**src/rtl/bpn_pkg.sv**
```systemverilog
// Shared types and constants for the block peak normalizer.
`default_nettype none

package bpn_pkg;

    // Field widths
    localparam int SAMPLE_W = 24;
    localparam int PCM_W    = 16;

    // Scale: pcm = |s| * SCALE_NUM / (SCALE_DEN * peak)
    localparam int SCALE_W   = 20;
    localparam logic [SCALE_W-1:0] SCALE_NUM = SCALE_W'(622573);
    localparam int DEN_W     = 28;
    localparam logic [DEN_W-1:0] SCALE_DEN = DEN_W'(20);
    localparam int NUM_W     = SAMPLE_W + SCALE_W;
    localparam logic [PCM_W-1:0] PCM_LIMIT = PCM_W'(32767);

    // Divider: 16 quotient bits, two bits per cycle
    localparam int Q_W      = 16;
    localparam int DIV_CYC  = Q_W / 2;
    localparam int DCNT_W   = $clog2(DIV_CYC);

    typedef enum logic [2:0] {
        ST_LOAD,
        ST_READ,
        ST_MUL,
        ST_DIV,
        ST_PUT
    } bpn_state_t;

    // Controller to datapath
    typedef struct packed {
        logic load;      // store accepted sample, update peak, bump fill
        logic rd;        // issue store read at current index
        logic mul;       // scale stored sample, set up divider
        logic div_step;  // two quotient bits
        logic put;       // move result into output register
        logic advance;   // next index
        logic close;     // end of block: clear fill, index and peak
    } bpn_cmd_t;

    // Datapath to controller
    typedef struct packed {
        logic close_hit;  // input request closes the block
        logic div_done;   // final divider cycle
        logic last_idx;   // current index is the block's final sample
        logic out_free;   // output register can take a result
    } bpn_stat_t;

endpackage

`default_nettype wire

```
**src/rtl/bpn_ram.sv**
```systemverilog
// Generic single-write, single-read RAM with registered read data.
`default_nettype none

module bpn_ram #(
    parameter int WIDTH = 24,
    parameter int DEPTH = 64
) (
    input  wire logic                                   aclk,
    input  wire logic                                   we,
    input  wire logic [(DEPTH > 1 ? $clog2(DEPTH) : 1)-1:0] waddr,
    input  wire logic [WIDTH-1:0]                       wdata,
    input  wire logic                                   re,
    input  wire logic [(DEPTH > 1 ? $clog2(DEPTH) : 1)-1:0] raddr,
    output logic      [WIDTH-1:0]                       rdata
);

    logic [WIDTH-1:0] mem [DEPTH];

    // Write port
    always_ff @(posedge aclk) begin
        if (we) begin
            mem[waddr] <= wdata;
        end
    end

    // Registered read port
    always_ff @(posedge aclk) begin
        if (re) begin
            rdata <= mem[raddr];
        end
    end

endmodule

`default_nettype wire

```
**src/rtl/bpn_ctrl.sv**
```systemverilog
// Sequencing state machine for load and emit phases.
`default_nettype none

module bpn_ctrl
    import bpn_pkg::*;
(
    input  wire logic      aclk,
    input  wire logic      aresetn,
    input  wire logic      s_tvalid,
    output logic           s_tready,
    input  wire bpn_stat_t stat,
    output bpn_cmd_t       cmd
);

    bpn_state_t state_reg, state_next;

    // State register
    always_ff @(posedge aclk) begin
        if (!aresetn) begin
            state_reg <= ST_LOAD;
        end else begin
            state_reg <= state_next;
        end
    end

    // Next state and commands
    always_comb begin
        state_next = state_reg;
        cmd        = '0;
        s_tready   = 1'b0;
        case (state_reg)
            ST_LOAD: begin
                s_tready = 1'b1;
                if (s_tvalid) begin
                    cmd.load = 1'b1;
                    if (stat.close_hit) begin
                        state_next = ST_READ;
                    end
                end
            end
            ST_READ: begin
                cmd.rd     = 1'b1;
                state_next = ST_MUL;
            end
            ST_MUL: begin
                cmd.mul    = 1'b1;
                state_next = ST_DIV;
            end
            ST_DIV: begin
                cmd.div_step = 1'b1;
                if (stat.div_done) begin
                    state_next = ST_PUT;
                end
            end
            ST_PUT: begin
                // hold until the output register frees up
                if (stat.out_free) begin
                    cmd.put = 1'b1;
                    if (stat.last_idx) begin
                        cmd.close  = 1'b1;
                        state_next = ST_LOAD;
                    end else begin
                        cmd.advance = 1'b1;
                        state_next  = ST_READ;
                    end
                end
            end
            default: begin
                state_next = ST_LOAD;
            end
        endcase
    end

endmodule

`default_nettype wire

```
**src/rtl/bpn_dp.sv**
```systemverilog
// Datapath: sample store, peak tracking, scaling multiplier, divider, output register.
`default_nettype none

module bpn_dp
    import bpn_pkg::*;
#(
    parameter int BLOCK_DEPTH = 64
) (
    input  wire logic                aclk,
    input  wire logic                aresetn,
    input  wire bpn_cmd_t            cmd,
    output bpn_stat_t                stat,
    input  wire logic [SAMPLE_W-1:0] in_sample,
    input  wire logic                in_last,
    output logic [PCM_W-1:0]         m_tdata,
    output logic                     m_tlast,
    output logic                     m_tvalid,
    input  wire logic                m_tready
);

    localparam int AW = (BLOCK_DEPTH > 1) ? $clog2(BLOCK_DEPTH) : 1;
    localparam logic [AW-1:0] LAST_SLOT = AW'(BLOCK_DEPTH - 1);

    logic [AW-1:0]       fill_reg;
    logic [AW-1:0]       idx_reg;
    logic [SAMPLE_W-1:0] peak_reg;
    logic [SAMPLE_W-1:0] in_mag;
    logic [SAMPLE_W-1:0] rd_data;
    logic [SAMPLE_W-1:0] rd_mag;

    logic [NUM_W-1:0]    rem_reg;
    logic [NUM_W-1:0]    dsh_reg;
    logic [Q_W-1:0]      q_reg;
    logic [DCNT_W-1:0]   dcnt_reg;
    logic                ovf_reg;
    logic                neg_reg;
    logic                zero_reg;

    logic [DEN_W-1:0]    den;
    logic                ge1, ge2;
    logic [NUM_W-1:0]    rem1, rem2;
    logic [NUM_W-1:0]    dsh1;
    logic [PCM_W-1:0]    mag_out;
    logic [PCM_W-1:0]    pcm_out;

    // Magnitudes of incoming and stored samples
    assign in_mag = in_sample[SAMPLE_W-1] ? (~in_sample + 1'b1) : in_sample;
    assign rd_mag = rd_data[SAMPLE_W-1] ? (~rd_data + 1'b1) : rd_data;

    bpn_ram #(
        .WIDTH(SAMPLE_W),
        .DEPTH(BLOCK_DEPTH)
    ) u_store (
        .aclk  (aclk),
        .we    (cmd.load),
        .waddr (fill_reg),
        .wdata (in_sample),
        .re    (cmd.rd),
        .raddr (idx_reg),
        .rdata (rd_data)
    );

    // Fill count, emit index and peak
    always_ff @(posedge aclk) begin
        if (!aresetn) begin
            fill_reg <= '0;
            idx_reg  <= '0;
            peak_reg <= '0;
        end else if (cmd.close) begin
            fill_reg <= '0;
            idx_reg  <= '0;
            peak_reg <= '0;
        end else begin
            if (cmd.load) begin
                // keep fill at the closing slot: it marks the last index while emitting
                if (!stat.close_hit) begin
                    fill_reg <= fill_reg + 1'b1;
                end
                if (in_mag > peak_reg) begin
                    peak_reg <= in_mag;
                end
            end
            if (cmd.advance) begin
                idx_reg <= idx_reg + 1'b1;
            end
        end
    end

    assign den = DEN_W'(peak_reg) * SCALE_DEN;

    // Restoring division, two quotient bits per cycle
    always_comb begin
        ge1  = rem_reg >= dsh_reg;
        rem1 = ge1 ? (rem_reg - dsh_reg) : rem_reg;
        dsh1 = dsh_reg >> 1;
        ge2  = rem1 >= dsh1;
        rem2 = ge2 ? (rem1 - dsh1) : rem1;
    end

    // Multiplier and divider registers
    always_ff @(posedge aclk) begin
        if (cmd.mul) begin
            rem_reg  <= NUM_W'(rd_mag) * NUM_W'(SCALE_NUM);
            dsh_reg  <= NUM_W'(den) << (Q_W - 1);
            q_reg    <= '0;
            neg_reg  <= rd_data[SAMPLE_W-1];
            zero_reg <= (peak_reg == '0);
        end else if (cmd.div_step) begin
            rem_reg <= rem2;
            dsh_reg <= dsh1 >> 1;
            q_reg   <= {q_reg[Q_W-3:0], ge1, ge2};
            if (dcnt_reg == '0) begin
                // quotient would not fit in Q_W bits
                ovf_reg <= (rem_reg >> 1) >= dsh_reg;
            end
        end
    end

    // Divider cycle count
    always_ff @(posedge aclk) begin
        if (!aresetn) begin
            dcnt_reg <= '0;
        end else if (cmd.mul) begin
            dcnt_reg <= '0;
        end else if (cmd.div_step) begin
            dcnt_reg <= dcnt_reg + 1'b1;
        end
    end

    // Clamp, restore sign, zero for a silent block
    always_comb begin
        mag_out = (ovf_reg || q_reg[Q_W-1]) ? PCM_LIMIT : PCM_W'(q_reg);
        if (zero_reg) begin
            pcm_out = '0;
        end else if (neg_reg) begin
            pcm_out = ~mag_out + 1'b1;
        end else begin
            pcm_out = mag_out;
        end
    end

    // Output register
    always_ff @(posedge aclk) begin
        if (!aresetn) begin
            m_tvalid <= 1'b0;
        end else if (cmd.put) begin
            m_tvalid <= 1'b1;
        end else if (m_tready) begin
            m_tvalid <= 1'b0;
        end
    end

    always_ff @(posedge aclk) begin
        if (cmd.put) begin
            m_tdata <= pcm_out;
            m_tlast <= stat.last_idx;
        end
    end

    // Status to controller
    always_comb begin
        stat.close_hit = in_last || (fill_reg == LAST_SLOT);
        stat.div_done  = (dcnt_reg == DCNT_W'(DIV_CYC - 1));
        stat.last_idx  = (idx_reg == fill_reg);
        stat.out_free  = !m_tvalid || m_tready;
    end

endmodule

`default_nettype wire

```
**src/rtl/block_peak_normalizer_pcm16_core.sv**
```systemverilog
// Top level of the block peak normalizer: controller, datapath and checks.
//
// Input stream (s_): tdata[23:0] is a signed Q1.23 sample, tlast closes the
// block. Samples are stored and the block's peak magnitude is tracked, one
// request per cycle while loading. A block closes on tlast or when
// BLOCK_DEPTH samples are held. The block then stops taking input and emits
// every stored sample in arrival order on the result stream (m_): tdata[15:0]
// is signed PCM, scaled so the peak lands at 0.95 of full scale, truncated
// toward zero; tlast marks the block's final result. A silent block emits 0s.
// Emit steps per sample: a store read, a multiply, the divider steps (two
// quotient bits each) and an output load. Each sample passes through the
// single serial divider; the next sample starts only after the current
// result is loaded.
// A stalled receiver holds the current result in the output register and
// the next result waits in the divider; after the final result is loaded,
// loading of the next block starts at once.
// Reset (aresetn low, synchronous) empties the block, clears the peak and
// drops any pending result; the sample store itself is not cleared.
`default_nettype none

module block_peak_normalizer_pcm16_core
    import bpn_pkg::*;
#(
    parameter int BLOCK_DEPTH = 64
) (
    input  wire logic        aclk,
    input  wire logic        aresetn,
    input  wire logic        s_tvalid,
    output logic             s_tready,
    input  wire logic [23:0] s_tdata,   // [23:0] sample
    input  wire logic        s_tlast,
    output logic             m_tvalid,
    input  wire logic        m_tready,
    output logic [15:0]      m_tdata,   // [15:0] pcm
    output logic             m_tlast
);

    bpn_cmd_t  cmd;
    bpn_stat_t stat;

    bpn_ctrl u_ctrl (
        .aclk     (aclk),
        .aresetn  (aresetn),
        .s_tvalid (s_tvalid),
        .s_tready (s_tready),
        .stat     (stat),
        .cmd      (cmd)
    );

    bpn_dp #(
        .BLOCK_DEPTH(BLOCK_DEPTH)
    ) u_dp (
        .aclk      (aclk),
        .aresetn   (aresetn),
        .cmd       (cmd),
        .stat      (stat),
        .in_sample (s_tdata[SAMPLE_W-1:0]),
        .in_last   (s_tlast),
        .m_tdata   (m_tdata),
        .m_tlast   (m_tlast),
        .m_tvalid  (m_tvalid),
        .m_tready  (m_tready)
    );

`ifndef NO_ASSERTIONS
    // Clamp keeps the result inside +-32767
    a_pcm_range: assert property (@(posedge aclk) disable iff (!aresetn)
        m_tvalid |-> (m_tdata != 16'h8000))
        else $error("pcm result outside clamp range");

    // No new result starts while loading
    a_no_emit_in_load: assert property (@(posedge aclk) disable iff (!aresetn)
        (s_tready && !m_tvalid) |=> !m_tvalid)
        else $error("result produced during load phase");

    // Final result of a block returns control to loading
    a_last_reopens: assert property (@(posedge aclk) disable iff (!aresetn)
        (cmd.put && stat.last_idx) |=> (s_tready && m_tvalid && m_tlast))
        else $error("block end did not reopen input");

    // At most one of load, rd, mul, div_step and put per cycle
    a_cmd_excl: assert property (@(posedge aclk) disable iff (!aresetn)
        $onehot0({cmd.load, cmd.rd, cmd.mul, cmd.div_step, cmd.put}))
        else $error("overlapping datapath commands");
`endif

endmodule

`default_nettype wire
```
**config.mk**
```make
export PLATFORM = sky130hd
export DESIGN_NAME = block_peak_normalizer_pcm16_core
export DESIGN_NICKNAME = d
export VERILOG_FILES = /design/src/rtl/bpn_pkg.sv /design/src/rtl/bpn_ram.sv /design/src/rtl/bpn_ctrl.sv /design/src/rtl/bpn_dp.sv /design/src/rtl/block_peak_normalizer_pcm16_core.sv
export SDC_FILE = /design/constraint.sdc
export NUM_CORES = 2
export LEC_CHECK = 0
export BUFFER_PORTS_ARGS = -buffer_cell sky130_fd_sc_hd__buf_4
export CAP_MARGIN = 40
export CORE_ASPECT_RATIO = 1.75
export CORE_MARGIN = 2
export CORE_UTILIZATION = 60
export DETAILED_ROUTE_END_ITERATION = 10
export GPL_TIMING_DRIVEN = 0
export PLACE_DENSITY_LB_ADDON = 0.3
export SLEW_MARGIN = 20
export SYNTH_ARGS = -nofsm -noshare
export SYNTH_HDL_FRONTEND = slang
export SYNTH_HIERARCHICAL = 1
export SYNTH_SLANG_ARGS = --single-unit
```
**constraint.sdc**
```tcl
create_clock -name aclk -period 30 [get_ports aclk]
set_clock_uncertainty 0.2 [all_clocks]
set_input_delay 1.5 -clock aclk [delete_from_list [all_inputs] [get_ports aclk]]
set_output_delay 1.5 -clock aclk [all_outputs]
set_load 0.005 [all_outputs]
```
Word-level counts from Yosys, hierarchy flattened --
Memories as Yosys holds them, arrays and structs flattened. A register that Yosys moved wholly into a read port is not among the register bits. Index checks and enable logic that the tools add are counted. W data, S select, Z words.
Word-level totals: register bits after elaboration 166, bits in writable memories 1536, input port bits 29, word-level logic and storage cells 92, memories kept 1
Memories:
- u_dp.u_store.mem | depth 64, width 24, rd ports 1, clocked after Yosys merged registers in 1, write ports 1, RTL line bpn_ram.sv:17 | logic [WIDTH-1:0] mem [DEPTH];
Cells by class: add/subtract/negate cells 8, $mul 2, order comparisons 4, eq/ne operators 11, mux-type cells 30, bitwise gates (word level) 6, reductions and logical operators 15
Operators by type and width (count):
- $mux W44 | 4
- $mux W43 | 2
- $add A24 B1 Y24 const B | 2
- $mux W24 | 2
- $not A24 Y24 | 2
- $ge A44 B42 Y1 | 1
- $ge A44 B43 Y1 | 1
- $mul A24 B20 Y44 const B | 1
- $sub A44 B42 Y44 | 1
- $sub A44 B43 Y44 | 1
- $ge A43 B43 Y1 | 1
- $mux W16 | 2
- $mul A24 B3 Y26 const B | 1
- $gt A24 B24 Y1 | 1
- $logic_not A24 Y1 | 1
- $mux W3 | 6
- $add A16 B1 Y16 const B | 1
- $not A16 Y16 | 1
- $pmux W3 S5 | 1
- $mux W1 | 13
- $add A6 B1 Y6 const B | 2
- $ne A2 B2 Y1 const B | 4
- $eq A3 B2 Y1 const B | 2
- $eq A3 B3 Y1 const B | 2
- 13 further kinds | 21

Depth between registers and ports, before layout --
depth after elaboration 6, depth in mapped cells 36

Modules after synthesis --
The synthesis kept the hierarchy.
Modules (own cells, without submodules):
- bpn_ram | instances 1, cells an instance 2610, area each 59535.8 µm²
- bpn_dp | instances 1, cells an instance 2976, area each 26133.8 µm²
- bpn_ctrl | instances 1, cells an instance 28, area each 247.7 µm²

Worst setup path before layout --
OpenSTA, ideal clock, no wires.
path kind reg2reg, from register u_dp.u_store.rdata[0] (read register of u_dp.u_store.mem), to register u_dp.rem_reg[42], data pin, library setup time 273 ps, arrival time 9042 ps, data required time 29527 ps, path slack 20485 ps, stages on the path, launching flop included 35, buffers on the path 1, clock period less this slack 9515 ps, path through edfxtp_1 inv_1 ha_1 nand2b_1 or4_1 or2_2 o21ai_0 nand3_1 xor2_1 inv_1 fa_1 inv_1 fa_1 inv_1 fa_1 fa_1 inv_1 fa_1 fa_1 inv_1 fa_1 inv_1 ha_1 clkbuf_1 a21o_1 a21o_1 a2111oi_0 o21ai_0 a221o_1 a31oi_1 o21ai_0 o41ai_1 o21ai_0 xnor2_1 a22oi_1
On the way: longest elaborated chain between the ends 5
RTL lines:
- start: declaration | RTL line bpn_ram.sv:14 | output logic [WIDTH-1:0] rdata
- $not A24 Y24 | RTL line bpn_dp.sv:48 | assign rd_mag = rd_data[SAMPLE_W-1] ? (~rd_data + 1'b1) : rd_data;
- $add A24 B1 Y24 | RTL line bpn_dp.sv:48
- $mux W24 * | RTL line bpn_dp.sv:48
- $mul A24 B20 Y44 * | RTL line bpn_dp.sv:103 | rem_reg <= NUM_W'(rd_mag) * NUM_W'(SCALE_NUM);
- $mux W44 * | RTL line bpn_dp.sv:102 | if (cmd.mul) begin
- end signal: assignment | RTL line bpn_dp.sv:103
- end signal: assignment | RTL line bpn_dp.sv:109 | rem_reg <= rem2;
- end: declaration | RTL line bpn_dp.sv:31 | logic [NUM_W-1:0] rem_reg;
Mark *: on every way between the ends. The rest lies on a longest branch, timed or not. A chain may end at the register's enable or synchronous reset.

Worst setup path in the final report --
Ends and elaborated chain as after synthesis.

==> impl_metrics.py <==
metrics = {
    "floorplan": {
        "placement_rows": 183,
        "placeableCoreArea_um2": 142000,
        "io_count": 48,
        "design.die.area_um2": 146000,
        "fp.dieW_um": 290,
        "fp.dieH_um": 505,
        "floorplan.initialDensity_pct": 60.4,
    },
    "setup_path": {
        "worst_r2r_path_depth": 34,
        "crit_end_element": "flop",
        "r2r_end": "u_dp/rem_reg[42]",
        "setup_crit_start_kind": "flop",
        "required_ns": 30.28,
        "max_stage_delay_ns": 0.70,
        "critPathMaxFanout": 10,
        "critical_path_arrival_ns": 12.04,
        "worst-r2r-setup-slack_ns": 18.24,
        "critical_path.reg2reg.startpoint": "u_dp/u_store/rdata[0]",
        "setup.worst_path.class": "flop to flop",
        "slowest_stage": "o41ai_1",
    },
    "clock_network": {
        "max-clock-path-buffers": 3,
        "htree_num_levels": 4,
        "number_of_buffers_inserted_for_hold_repair_after_clock_tree_synthesis": 0,
        "clock_sink_count": 1726,
        "cts-resized-gates": 0,
        "worst_setup_hold_path_clk_slew_ns": 0.07,
        "tritoncts": "built",
        "cts_made_buffers": 149,
        "clk_latency_ns": 0.81,
        "root_buffer": "clkbuf_16",
        "post-cts-setup-buffers": 0,
    },
    "placed_design": {
        "globalplace.congestion": 0.991,
        "preCtsSetupSlack_ns": 18.35,
        "post-dp-hpwl_mm": 185,
        "numPortBuffers": 47,
    },
    "synthesis": {
        "portion_of_synthesized_cell_area_occupied_by_the_leading_cell_type_pct": 57.7,
        "yosys-top-cells-count": "1,650 x edfxtp_1, 447 x inv_1, 416 x ha_1",
        "synth.avg_cell_area_um2": 15.3,
        "postSynthRegisterBits": 1726,
        "edff_count_synth": 1650,
        "ys_async_sr_fraction_pct": 0,
        "syn_inst": 5614,
        "mappedNetlistArea_um2": 85900,
        "ys_seq_area_share_pct": 59.4,
        "yosysTopAreaCell": "edfxtp_1",
        "yosysMostFrequentCell": "edfxtp_1",
        "yosysWarningCount": 6,
        "syn_nets": 6288,
        "synth_cell_type_count": 91,
        "yosys-top-cells-area": "edfxtp_1 58%, mux4_2 9.3%, ha_1 6.1%",
        "ys_dominant_reg_cell": "edfxtp_1",
    },
    "sta": {
        "slew_at_the_pin_with_the_worst_max_slew_slack_ns": 1.04,
        "setup_repair_after_global_routing_missed_its_margin": "no",
        "clock.fmax_mhz": 85.0,
        "layout_setup_ws_ns": 18.24,
        "number_of_slew_limit_violations_in_the_final_report": 0,
        "final_hold_viol_count": 0,
        "setup_total_negative_slack_ns": 0,
        "min_period_over_period_pct": 39.2,
        "final-setup-viol-count": 0,
        "max-slew-margin-rel_pct": 30.3,
        "final_period_minus_worst_setup_slack_ns": 11.76,
    },
    "global_routing": {
        "grt_pass1_vias": 55800,
        "globalRouteOverflowTotal": 0,
        "grt_antenna_before_repair": 18,
        "grt_pass1_wl_mm": 378,
        "grt_start_max_net_pins": 71,
        "global_route.usage.total_pct": 36.3,
    },
    "finish": {
        "design.final.nets": 6616,
        "area.growth.synth_to_final_pct": 12.1,
        "drive_above_1_share_pct": 16.7,
        "largest_reg_flops": 1536,
    },
    "detailed_routing": {
        "ant_nets": 0,
        "avgViaCountPerCell": 6.77,
        "detail_route.wirelength_mm": 265,
        "drt_pre_antenna_iters": 6,
        "drt_first_iter_violations": 6063,
        "vias": 53700,
        "drt_drc_violations_left": 0,
        "wl_per_cell_um": 33.5,
    },
    "worst_hold_path": {
        "holdPathStages": 2,
        "timing.hold.worst.start": "u_dp/dsh_reg[18]",
        "min_to": "u_dp/dsh_reg[16]",
        "holdCritPathClass": "flop to flop",
    },
    "run": {
        "max-cap-violations": 0,
    },
    "run_status": {
        "outcome": "complete, no violations",
    },
}
==> worst max-delay path: cells and delay by family (launching register included) <==
| family | cells | cell delay, ns |
|---|---|---|
| compound gates | 11 | 3.38 |
| xor+xnor | 2 | 0.89 |
| fa+ha+maj | 9 | 4.16 |
| buf+inv | 8 | 1.13 |
| flops | 1 | 0.67 |
| simple gates | 4 | 1.04 |
==> logic make-up after synthesis <==
logic type,after synthesis,synth area share (%)
DFF,1726,59.4
and+or+nand+nor,908,4.99
AOI/OAI and AO/OA,866,6.59
buffers and inverters,662,3.23
adders and majority gates,645,11.4
muxes,606,12.3
xor gates and xnor gates,201,2.05
==> worst max path at each step <==
stage / cells past startpoint / end / start
after global placement: 34 / u_dp/rem_reg[42] / u_dp/u_store/rdata[0]
after CTS: 34 / u_dp/rem_reg[42] / u_dp/u_store/rdata[0]
after global routing: 34 / u_dp/rem_reg[42] / u_dp/u_store/rdata[0]
after detailed placement: 34 / u_dp/rem_reg[42] / u_dp/u_store/rdata[0]
final: 34 / u_dp/rem_reg[42] / u_dp/u_store/rdata[0]
after floorplan: 34 / u_dp/rem_reg[42] / u_dp/u_store/rdata[0]
==> area by class of cell <==
cell class	instances	area, um2
diodes	17	42.5
plain buffers	213	1090
clock buffers	168	3820
clock inverters	100	956
fillers	9240	45900
inverters	449	1690
multi-input cells	3226	32700
flip-flops and latches	1726	51100
well taps	1850	2310
repair buffers	177	2680
==> placed cells by master (no fill, tap or decap), drive strengths merged, types with 32 or more instances in the layout <==
master,count
nor2,322
inv,459
buf,285
clkinv,74
mux4,355
xnor2,128
ha,416
edfxtp,1650
nand2b,39
xor2,73
a221oi,62
mux2,55
a21o,90
nand2,231
dfxtp,76
clkbuf,273
a22oi,34
o21ai,172
o21a,53
nand3,59
nor2b,32
a31oi,33
fa,229
nand4,39
a21oi,210
nor3,38
o22ai,57
mux2i,196
==> metrics by stage <==
step | hold WS [ns] | cell area, um2 | utilization, % | cells
detailed placement | 0.319 | 91000 | 64.0 | 7608
global route | 0.363 | 96300 | 67.7 | 7917
CTS | 0.301 | 95800 | 67.3 | 7876
floorplan | 0.276 | 85900 | - | 5614
finish | 0.309 | 96300 | 67.7 | 7926
global placement | 0.302 | 88600 | 62.3 | 7511
==> layer usage <==
layer / share of wire (%) / vias to the layer above / GRT usage, %
met5: 0.010 / - / 0
met4: 12 / 4 / 36.9
met3: 7.4 / 1250 / 6.79
met2: 51 / 3430 / 63.1
met1: 29 / 26800 / 35.5
li1: - / 22200 / -
Power is left out: the tool's default activity adds up to more than one toggle a clock period on the data nets, which glitch-free logic cannot reach.
